**src/hw/rtl/mcbf_pkg.sv**
```systemverilog
// shared types, constants and codes for the multi-channel fifo
package mcbf_pkg;

    localparam int MaxChannels = 8;
    localparam int QueueDepth  = 16;
    localparam int ChW   = $clog2(MaxChannels);
    localparam int PosW  = $clog2(QueueDepth);
    localparam int CntW  = $clog2(QueueDepth + 1);
    localparam int WordAddrW = ChW + PosW;
    localparam int WordDepth = MaxChannels * QueueDepth;
    // open, limit, count, head
    localparam int SlotW = 1 + CntW + CntW + PosW;

    typedef enum logic [2:0] {
        ACT_OPEN      = 3'd0,
        ACT_CLOSE     = 3'd1,
        ACT_SEND      = 3'd2,
        ACT_RECV      = 3'd3,
        ACT_BROADCAST = 3'd4
    } t_action;

    typedef enum logic [1:0] {
        ST_OK           = 2'd0,
        ST_NO_CHANNEL   = 2'd1,
        ST_WOULD_BLOCK  = 2'd2,
        ST_NO_FREE_SLOT = 2'd3
    } t_status;

    typedef struct packed {
        logic [2:0]  action;
        logic [7:0]  channel;
        logic [31:0] data_in;
        logic [31:0] req_limit;
    } t_in_item;

    typedef struct packed {
        logic [1:0]  status;
        logic [2:0]  opened_channel;
        logic [31:0] data_out;
    } t_out_item;

    typedef struct packed {
        logic            open;
        logic [CntW-1:0] limit;
        logic [CntW-1:0] count;
        logic [PosW-1:0] head;
    } t_slot;

    typedef enum logic [2:0] {
        S_IDLE,
        S_EXEC,
        S_BC_READ,
        S_BC_CHECK,
        S_BC_WRITE,
        S_DONE
    } t_state;

endpackage

```
**src/hw/rtl/mcbf_ram.sv**
```systemverilog
// generic single-port-write, registered-read ram
module mcbf_ram #(
    parameter int Width = 32,
    parameter int Depth = 16
) (
    input  logic                     i_clk,
    input  logic                     i_we,
    input  logic [$clog2(Depth)-1:0] i_waddr,
    input  logic [Width-1:0]         i_wdata,
    input  logic [$clog2(Depth)-1:0] i_raddr,
    output logic [Width-1:0]         o_rdata
);
    logic [Width-1:0] r_mem [Depth];
    logic [Width-1:0] r_rdata;

    always_ff @(posedge i_clk) begin
        if (i_we) begin
            r_mem[i_waddr] <= i_wdata;
        end
        r_rdata <= r_mem[i_raddr];
    end

    assign o_rdata = r_rdata;
endmodule

```
**src/hw/rtl/multi_channel_bounded_fifo.sv**
```systemverilog
// top level: bounded multi-channel fifo mailbox
//
// input channel: i_in_valid / o_in_stall carry one request item (action,
// channel, data word, requested limit). output channel: o_out_valid /
// i_out_stall carry one result item (status, opened channel, received word).
// every request gives exactly one result; one item is handled at a time.
// slot state (open flag, limit, count, head) sits in a small memory, and the
// queued words in a second memory; both have a registered read port.
// open flags are mirrored in flip-flops so open can find the lowest free slot.
// open, close, send: slot read on accept, then write back and result registered
// in exec; recv on an open channel adds the word read, which lands in done.
// broadcast walks every slot through the single slot memory read port: a check
// pass, then a write pass when some slot is open and no open slot is full; the
// result comes at the end of the check pass when it fails, else after the writes.
// the result sits in an output register and o_in_stall stays high while it
// waits, so with no receiver stall the input opens once the output register
// empties; a stalled receiver holds the result and blocks the input.
// reset (synchronous, active low) clears flags, control state and slot
// memory by a clearing pass over every slot during which no item is
// accepted.
module multi_channel_bounded_fifo (
    input  logic                i_clk,
    input  logic                i_rst_n,
    input  logic                i_in_valid,
    output logic                o_in_stall,
    input  mcbf_pkg::t_in_item  i_in_item,
    output logic                o_out_valid,
    input  logic                i_out_stall,
    output mcbf_pkg::t_out_item o_out_item
);
    import mcbf_pkg::*;

    t_state r_state, n_state;
    t_in_item r_req;
    logic [MaxChannels-1:0] r_open;
    logic [ChW:0] r_idx, n_idx;        // walk / clear index
    logic r_clear, n_clear;
    logic r_full_seen, n_full_seen;
    t_out_item r_out, n_out;
    logic r_out_valid, n_out_valid;

    // slot memory ports
    logic          slot_we;
    logic [ChW-1:0] slot_waddr, slot_raddr;
    t_slot         slot_wdata, slot_rdata;
    // word memory ports
    logic                 word_we;
    logic [WordAddrW-1:0] word_waddr, word_raddr;
    logic [31:0]          word_wdata, word_rdata;

    mcbf_ram #(.Width(SlotW), .Depth(MaxChannels)) u_slot_ram (
        .i_clk(i_clk), .i_we(slot_we), .i_waddr(slot_waddr), .i_wdata(slot_wdata),
        .i_raddr(slot_raddr), .o_rdata(slot_rdata)
    );
    mcbf_ram #(.Width(32), .Depth(WordDepth)) u_word_ram (
        .i_clk(i_clk), .i_we(word_we), .i_waddr(word_waddr), .i_wdata(word_wdata),
        .i_raddr(word_raddr), .o_rdata(word_rdata)
    );

    logic accept;
    assign o_in_stall  = (r_state != S_IDLE) || r_clear || r_out_valid;
    assign accept      = i_in_valid && !o_in_stall;
    assign o_out_valid = r_out_valid;
    assign o_out_item  = r_out;

    // request decode
    logic            ch_in_range;
    logic [ChW-1:0]  ch_idx;
    logic            ch_ok;
    assign ch_in_range = ({24'd0, r_req.channel} < 32'(MaxChannels));
    assign ch_idx      = r_req.channel[ChW-1:0];
    assign ch_ok       = ch_in_range && r_open[ch_idx];

    // lowest free slot
    logic            free_any;
    logic [ChW-1:0]  free_idx;
    always_comb begin
        free_any = 1'b0;
        free_idx = '0;
        for (int i = MaxChannels - 1; i >= 0; i--) begin
            if (!r_open[i]) begin
                free_any = 1'b1;
                free_idx = ChW'(i);
            end
        end
    end

    logic [CntW-1:0] sat_limit;
    assign sat_limit = (r_req.req_limit > 32'(QueueDepth)) ? CntW'(QueueDepth)
                                                           : CntW'(r_req.req_limit);

    logic [ChW-1:0] walk_idx;
    assign walk_idx = r_idx[ChW-1:0];
    logic walk_last;
    assign walk_last = (r_idx == (ChW+1)'(MaxChannels - 1));

    // queue position wraps at the queue depth
    logic [PosW-1:0] tail_pos;
    assign tail_pos = slot_rdata.head + slot_rdata.count[PosW-1:0];

    // next state
    always_comb begin
        n_state = r_state;
        case (r_state)
            S_IDLE: begin
                if (accept) begin
                    n_state = S_EXEC;
                end
            end
            S_EXEC: begin
                if (r_req.action == ACT_BROADCAST) begin
                    n_state = S_BC_READ;
                end else if (r_req.action == ACT_RECV && ch_ok) begin
                    n_state = S_DONE;
                end else begin
                    n_state = S_IDLE;
                end
            end
            S_BC_READ:  n_state = S_BC_CHECK;
            S_BC_CHECK: begin
                if (walk_last) begin
                    n_state = (r_open == '0 || n_full_seen) ? S_IDLE : S_BC_WRITE;
                end
            end
            S_BC_WRITE: begin
                if (walk_last) begin
                    n_state = S_IDLE;
                end
            end
            S_DONE:  n_state = S_IDLE;
            default: n_state = S_IDLE;
        endcase
    end

    // datapath and outputs
    always_comb begin
        n_idx       = r_idx;
        n_clear     = r_clear;
        n_full_seen = r_full_seen;
        n_out       = r_out;
        n_out_valid = r_out_valid && i_out_stall;
        slot_raddr  = ch_idx;
        slot_we     = 1'b0;
        slot_waddr  = ch_idx;
        slot_wdata  = slot_rdata;
        word_we     = 1'b0;
        word_waddr  = {ch_idx, tail_pos};
        word_wdata  = r_req.data_in;
        word_raddr  = {ch_idx, slot_rdata.head};

        if (r_clear) begin
            slot_we    = 1'b1;
            slot_waddr = walk_idx;
            slot_wdata = '0;
            n_idx      = r_idx + 1'b1;
            if (walk_last) begin
                n_clear = 1'b0;
                n_idx   = '0;
            end
        end

        case (r_state)
            S_IDLE: begin
                n_idx       = r_clear ? n_idx : '0;
                n_full_seen = 1'b0;
                slot_raddr  = i_in_item.channel[ChW-1:0];
            end
            S_EXEC: begin
                n_out = '{status: ST_NO_CHANNEL, opened_channel: 3'd0, data_out: 32'd0};
                case (r_req.action)
                    ACT_OPEN: begin
                        n_out_valid = 1'b1;
                        if (free_any) begin
                            slot_we    = 1'b1;
                            slot_waddr = free_idx;
                            slot_wdata = '{open: 1'b1, limit: sat_limit,
                                           count: '0, head: '0};
                            n_out.status = ST_OK;
                            n_out.opened_channel = 3'(free_idx);
                        end else begin
                            n_out.status = ST_NO_FREE_SLOT;
                        end
                    end
                    ACT_CLOSE: begin
                        n_out_valid = 1'b1;
                        if (ch_ok) begin
                            slot_we      = 1'b1;
                            slot_wdata   = '0;
                            n_out.status = ST_OK;
                        end
                    end
                    ACT_SEND: begin
                        n_out_valid = 1'b1;
                        if (ch_ok) begin
                            if (slot_rdata.count < slot_rdata.limit) begin
                                word_we          = 1'b1;
                                slot_we          = 1'b1;
                                slot_wdata.count = slot_rdata.count + 1'b1;
                                n_out.status     = ST_OK;
                            end else begin
                                n_out.status = ST_WOULD_BLOCK;
                            end
                        end
                    end
                    ACT_RECV: begin
                        if (ch_ok) begin
                            if (slot_rdata.count != '0) begin
                                slot_we          = 1'b1;
                                slot_wdata.count = slot_rdata.count - 1'b1;
                                slot_wdata.head  = slot_rdata.head + 1'b1;
                                n_out.status     = ST_OK;
                            end else begin
                                n_out.status = ST_WOULD_BLOCK;
                            end
                        end else begin
                            n_out_valid = 1'b1;
                        end
                    end
                    ACT_BROADCAST: begin
                        slot_raddr = '0;
                        n_idx      = '0;
                    end
                    default: n_out_valid = 1'b1;
                endcase
            end
            S_DONE: begin
                // word read issued in exec lands now
                n_out_valid = 1'b1;
                if (r_out.status == ST_OK) begin
                    n_out.data_out = word_rdata;
                end
            end
            S_BC_READ: begin
                // first slot read, lands in the first check cycle
                slot_raddr = walk_idx;
            end
            S_BC_CHECK: begin
                if (r_open[walk_idx] && slot_rdata.count >= slot_rdata.limit) begin
                    n_full_seen = 1'b1;
                end
                slot_raddr = walk_idx + 1'b1;
                n_idx      = r_idx + 1'b1;
                if (walk_last) begin
                    n_idx      = '0;
                    slot_raddr = '0;
                    if (r_open == '0 || n_full_seen) begin
                        n_out_valid  = 1'b1;
                        n_out = '{status: (r_open == '0) ? ST_NO_CHANNEL : ST_WOULD_BLOCK,
                                  opened_channel: 3'd0, data_out: 32'd0};
                    end
                end
            end
            S_BC_WRITE: begin
                // read of next slot was issued last cycle
                slot_raddr = walk_idx + 1'b1;
                slot_waddr = walk_idx;
                word_waddr = {walk_idx, tail_pos};
                if (r_open[walk_idx]) begin
                    slot_we          = 1'b1;
                    slot_wdata.count = slot_rdata.count + 1'b1;
                    word_we          = 1'b1;
                end
                n_idx = r_idx + 1'b1;
                if (walk_last) begin
                    n_idx       = '0;
                    n_out_valid = 1'b1;
                    n_out = '{status: ST_OK, opened_channel: 3'd0, data_out: 32'd0};
                end
            end
            default: ;
        endcase
    end

    always_ff @(posedge i_clk) begin
        if (!i_rst_n) begin
            r_state     <= S_IDLE;
            r_open      <= '0;
            r_idx       <= '0;
            r_clear     <= 1'b1;
            r_full_seen <= 1'b0;
            r_out_valid <= 1'b0;
        end else begin
            r_state     <= n_state;
            r_idx       <= n_idx;
            r_clear     <= n_clear;
            r_full_seen <= n_full_seen;
            r_out_valid <= n_out_valid;
            if (r_state == S_EXEC && r_req.action == ACT_OPEN && free_any) begin
                r_open[free_idx] <= 1'b1;
            end
            if (r_state == S_EXEC && r_req.action == ACT_CLOSE && ch_ok) begin
                r_open[ch_idx] <= 1'b0;
            end
        end
    end

    always_ff @(posedge i_clk) begin
        r_out <= n_out;
        if (accept) begin
            r_req <= i_in_item;
        end
    end
endmodule
```
**config.mk**
```make
export PLATFORM = sky130hd
export DESIGN_NAME = multi_channel_bounded_fifo
export DESIGN_NICKNAME = d
export VERILOG_FILES = /design/src/hw/rtl/mcbf_pkg.sv /design/src/hw/rtl/mcbf_ram.sv /design/src/hw/rtl/multi_channel_bounded_fifo.sv
export SDC_FILE = /design/constraint.sdc
export NUM_CORES = 2
export LEC_CHECK = 0
export ABC_AREA = 1
export BUFFER_PORTS_ARGS = -buffer_cell sky130_fd_sc_hd__buf_2
export CAP_MARGIN = 0
export CORE_UTILIZATION = 30
export DETAILED_ROUTE_END_ITERATION = 6
export MAX_ROUTING_LAYER = met4
export PLACE_DENSITY = 0.52
export SLEW_MARGIN = 5
export SYNTH_ARGS = -nofsm -noshare
export SYNTH_HDL_FRONTEND = slang
export SYNTH_HIERARCHICAL = 1
export SYNTH_MEMORY_MAX_BITS = 65536
export SYNTH_SLANG_ARGS = --single-unit
```
**constraint.sdc**
```tcl
create_clock -name i_clk -period 4.75 [get_ports i_clk]
set_input_delay 0.2375 -clock i_clk [delete_from_list [all_inputs] [get_ports i_clk]]
set_output_delay 0.2375 -clock i_clk [all_outputs]
set_load 0.005 [all_outputs]
```
After elaboration in Yosys (flattened, before gate mapping). Memory sizes are Yosys's and may differ from the RTL's. A register that Yosys moved wholly into a read port is not among the register bits. Index checks and enable logic that the tools add are counted. Widths: inputs -> output; s select.

$add $sub $neg: 6. Order comparisons: 9. Equality and inequality tests: 15. Muxes and demuxes: 108. Bitwise operators: 3. Reductions and logical operators: 28.

Operators by type and width (count): $pmux 32 s4 (1); $mux 37 (3); $mux 3 (21); $mux 15 (3); $mux 1 (37); $gt 32x5->1 const B (1); $mux 32 (1); $pmux 3 s5 (2); $mux 8 (3); $pmux 4 s3 (2); $mux 4 (5); $mux 5 (4); $pmux 5 s4 (1); $mux 9 (2); $pmux 5 s3 (1); $eq 3x2->1 const B (4); $lt 3x4->1 const B (3); $mux 2 (6); $pmux 6 s2 (1); $logic_and 1x1->1 (11); $ne 2x2->1 const B (5); $pmux 5 s2 (1); $eq 3x3->1 const B (3); $add 4x1->4 const B (2); 33 further kinds (46).

Register bits: 130. Bits in writable memories: 4216. Input port bits: 79. Output and inout bits: 39. Word-level logic and storage cells: 184. Memories kept: 2.

Memories: u_word_ram.r_mem (words 128, bits a word 32, read ports 1, clocked after Yosys merged registers in 1, write ports 1, line mcbf_ram.sv:13) `logic [Width-1:0] r_mem [Depth];`; u_slot_ram.r_mem (words 8, bits a word 15, read ports 1, clocked after Yosys merged registers in 1, write ports 1, line mcbf_ram.sv:13).

Depth between registers and ports, before layout.
Depth after elaboration: 17. Mapped depth: 16. Gate-level depth less buffers: 14.

Modules after synthesis. Netlist, hierarchy kept.

By module, submodules not included: mcbf_ram at u_word_ram (times used 1, cells each 13389, area an instance 164634.1 um^2, seq. area each 123638.6 um^2); multi_channel_bounded_fifo (times used 1, cells each 694, area an instance 6595.1 um^2, seq. area each 3723.6 um^2); mcbf_ram at u_slot_ram (times used 1, cells each 552, area an instance 5616.6 um^2, seq. area each 3903.7 um^2).

Worst setup path after synthesis. No wires, ideal clock.

Kind: register to register. Start point: reg r_state[0]. End point: reg r_state[0]. Setup time: 0.074 ns. Data arrival time: 4.440 ns. Data required time: 4.676 ns. Slack: 0.236 ns. Cell stages (with the launch flop): 10. Buffers on the path: 0. Period minus slack after synthesis: 4.514 ns. Cell sequence: dfxtp_1 nor2_1 inv_2 nor2_2 nand2_1 nor2_1 o21ai_1 inv_1 o21ai_1 a31oi_1.

Cells in the longest elaborated chain, start to end: 7. Elaborated cells on any way between the ends: 15. Those cells by class: eq/ne (7); mux (1); reduce/logical (7).

Ends and longest elaborated chain: start, declared (line multi_channel_bounded_fifo.sv:33) `t_state r_state, n_state;`; start signal, assigned (line multi_channel_bounded_fifo.sv:283) `r_state <= n_state;`; $reduce_bool 3->1 (line multi_channel_bounded_fifo.sv:61) `assign o_in_stall = (r_state != S_IDLE) || r_clear || r_out_valid;`; $logic_or 1x1->1 (2 in series) (line multi_channel_bounded_fifo.sv:61); via o_in_stall (line multi_channel_bounded_fifo.sv:25) `output logic o_in_stall,`; $logic_not 1->1 (line multi_channel_bounded_fifo.sv:62) `assign accept = i_in_valid && !o_in_stall;`; $logic_and 1x1->1 (line multi_channel_bounded_fifo.sv:62); via accept (line multi_channel_bounded_fifo.sv:60) `logic accept;`; $ne 2x2->1 (no source line); $reduce_and 3->1 (no source line).

The timed path passes the listed nets, and every way through them passes these cells. A chain may end at the register's enable or synchronous reset.

Worst setup path after layout.
Start point: reg u_slot_ram.r_rdata[4] (netlist: u_slot_ram/o_rdata[4]), read port of u_slot_ram.r_mem. End point: mem u_word_ram.r_mem[109][10] (enable).

Elaborated cells on any way between the ends: 9. Those cells by class: add/sub (1); order compare (1); mux (7).

RTL lines: start, declared (line mcbf_ram.sv:14) `logic [Width-1:0] r_rdata;`; $add 4x4->4 (line multi_channel_bounded_fifo.sv:99) `assign tail_pos = slot_rdata.head + slot_rdata.count[PosW-1:0];`; via tail_pos[2] (line multi_channel_bounded_fifo.sv:98) `logic [PosW-1:0] tail_pos;`; $mux 7 (line multi_channel_bounded_fifo.sv:162) `case (r_state)`; end, declared (line mcbf_ram.sv:13).

The timed path passes the listed nets, and every way through them passes these cells.

==> summary.txt <==
Floorplan
  – Die height: 769.0 um
  – Die area: 0.5913 mm2
  – Die width: 769.0 um
  – Initial Utilization: 0.3013
  – Row count: 281
  – Top-Level Pins: 118
  – Core area: roughly 0.59 mm2

Worst setup path
  – R2r startpoint: u_slot_ram/o_rdata[4]
  – Worst-path maximum fanout: 19
  – Critical path type: flop to flop
  – Path depth of the worst reg2reg path: 9
  – Type of origin of the critical path: flop
  – Critical Path AT: 5.21 ns
  – Critical path's largest stage delay: between 0.7 and 0.8 ns
  – Crit-path most repeated cell: inv_1
  – Worst endpoint required time: 5.40 ns
  – Setup crit end kind: flop
  – CP bufs+invs: 3
  – Worst r2r dst: u_word_ram/r_mem[109][10]
  – Critical Path Slowest Stage Cell: nor2_4
  – Flop-to-flop setup slack: around 0.19 ns
  – Cells along the critical path: ha_1 > inv_1 > fa_1 > xnor2_1 > inv_1 > nor3_1 > nand2_2 > nor2_4 > buf_4
  – CP delay by family, top: simple AND/OR/NAND/NOR gates

STA
  – Setup TNS: 0 ns
  – Tcrit/Tclk final: 0.9606
  – Final Hold Fails: 0
  – Final Worst Setup Slack: 0.1869 ns
  – Max Fclk: approximately 220 MHz
  – Clk_skew: 0.1033 ns
  – Slew @ Worst Pin: between 1 and 1.5 ns
  – Final Max Slew Viols: 0
  – # setup viols final: 0
  – Max-slew headroom: 0.1568
  – RSZ-0062 raised after global routing: no
  – Final min period: 4.563 ns

GRT
  – First-pass GRT wire length: 799,200 um
  – Largest net degree at the start of global routing: 198
  – Antenna violations before repair: 33
  – All-layer global routing usage: 0.1887
  – Grt total ovfl: 0
  – Vias in the first global route: 108,058

Synthesis
  – Syn Nets: approximately 15,000
  – Post-Syn Area: roughly 0.18 mm2
  – Post-synthesis average cell area: 12.09 um2
  – Post-Syn Instances: 14,597
  – YS warnings: 6

Placed design
  – Pre-CTS setup slack: 0.2922 ns
  – GP Congestion: 0.8463
  – Final HPWL DP: between 300,000 and 400,000 um
  – IO buf count: 117

Run status
  – Status: finished with violations
  – Violated checks: design-rule violations

Clock tree
  – Htree depth: 5
  – CTS root buf: clkbuf_16
  – PostCTS Resize Cnt: 0
  – Worst-path clk slew: 0.06 ns
  – CTS Buffer Depth: 4
  – CTS tree: built
  – TritonCTS buffer count: 459
  – Worst skew pair latency: about 1.0 ns
  – CTS sink count: 4,384

Power and ir drop
  – Leak Pwr: about 70 nW
  – Max rail drop VDD: slightly above 0.7 mV
  – Design Power: 113.4 mW
  – Power Density: around 550 mW/mm2

Drt
  – Routed wire length per instance: 24.47 um
  – DRT Wirelength: 563,500 um
  – Initial DRC count: 13,753
  – Post-DRT Antenna Nets: 0
  – Number of remaining DRC errors: 1
  – Via count: about 120k
  – DR pass1 iterations: 7
  – Vias/cell: 5.025

Final layout
  – FILL cells: 57,220
  – Final nets: roughly 15,000
  – Area Overhead vs Synth: 15.86%
  – Share of cells above drive strength 1: 0.09318
  – Storage cell area: between 0.1 and 0.15 mm2
  – Multi-input gate area: 0.04070 mm2

Hold path
  – Hold-critical path depth: 2
  – WHS Endpoint: word_wdata[14]
  – Min-delay src: i_in_item[46]
  – Hold Crit Class: primary input to flop

Run
  – Max capacitance violation total: 0
## registers in the layout (all words and copies together) (netlist names)
register / flops
o_out_valid: 1
u_slot_ram/r_mem: 112
o_out_item: 37
u_word_ram/o_rdata: 32
r_state: 3
word_wdata: 32
r_idx: 4
u_slot_ram/o_rdata: 14
r_req: 40
u_word_ram/r_mem: 4096
r_open: 8
r_clear: 1
r_full_seen: 1
ch_idx: 3
## report_power, final
part	leakage (nW)	total [mW]	internal, mW	switching, mW
sequential	39.4	42.8	42.4	0.444
clock	7.09	35.0	19.7	15.3
combinational	24.3	35.6	9.30	26.3
total	70.8	113	71.4	42.0
## how the worst max path moves through the flow
stage	startpoint	endpoint	slack, ns	depth (start not counted)
2_1_floorplan	r_state[0]	r_state[0]	0.24	9
3_3_place_gp	u_slot_ram/o_rdata[4]	u_word_ram/r_mem[109][9]	0.28	9
3_5_place_dp	u_slot_ram/o_rdata[4]	u_word_ram/r_mem[109][11]	0.29	9
4_1_cts	u_slot_ram/o_rdata[4]	u_word_ram/r_mem[109][10]	0.29	9
5_1_grt	u_slot_ram/o_rdata[4]	u_word_ram/r_mem[109][4]	0.08	9
6_report	u_slot_ram/o_rdata[4]	u_word_ram/r_mem[109][10]	0.19	9
## final cells by class
cell class	count	share of cell area
Antenna cell	14	0.0001714
Timing Repair Buffer	731	0.03639
Clock buffer	579	0.05939
Multi-Input combinational cell	9013	0.1991
Sequential cell	4384	0.6408
Tap cell	7782	0.04762
Inverter	255	0.005000
Clock inverter	267	0.01151
## layer usage
layer  share of wire  track usage
met1            0.44       0.2641
met2            0.45       0.2864
met3           0.081      0.02689
met4           0.031      0.05476
met5               0            -
## what timing repair did
| action | 4_1_cts | 5_1_grt |
|---|---|---|
| endpoints found under the hold margin | 173 | 0 |
| hold buffers | 152 | 0 |
| buffers inserted | 0 | 0 |
| setup endpoints to repair | 0 | 0 |
## metrics by stage
step                        util  cell area [um2]  cells  hold WS, ns
after floorplan                -           176500  14597       0.3364
after global placement    0.3216           188400  22013       0.4135
after detailed placement  0.3216           188400  22013       0.4156
after CTS                 0.3490           204400  23011     0.005226
after global routing      0.3490           204400  23018      0.05308
final                     0.3490           204500  23025      0.05733
## layout by cell type, fill, tap and decap left out, types with 31 or more instances in the layout
master and instances:
a21oi_1 32, clkbuf_16 463, clkinv_2 88, nand3_1 4132, buf_12 149, buf_2 117
inv_1 230, nor2_4 135, clkinv_1 120, bufinv_16 31, edfxtp_1 4320, dlygate4sd3_1 152
clkbuf_1 104, buf_4 313, nand2_1 4456, nor2_1 93, dfxtp_1 60
Note: power is estimated with default switching activity, not from simulation.
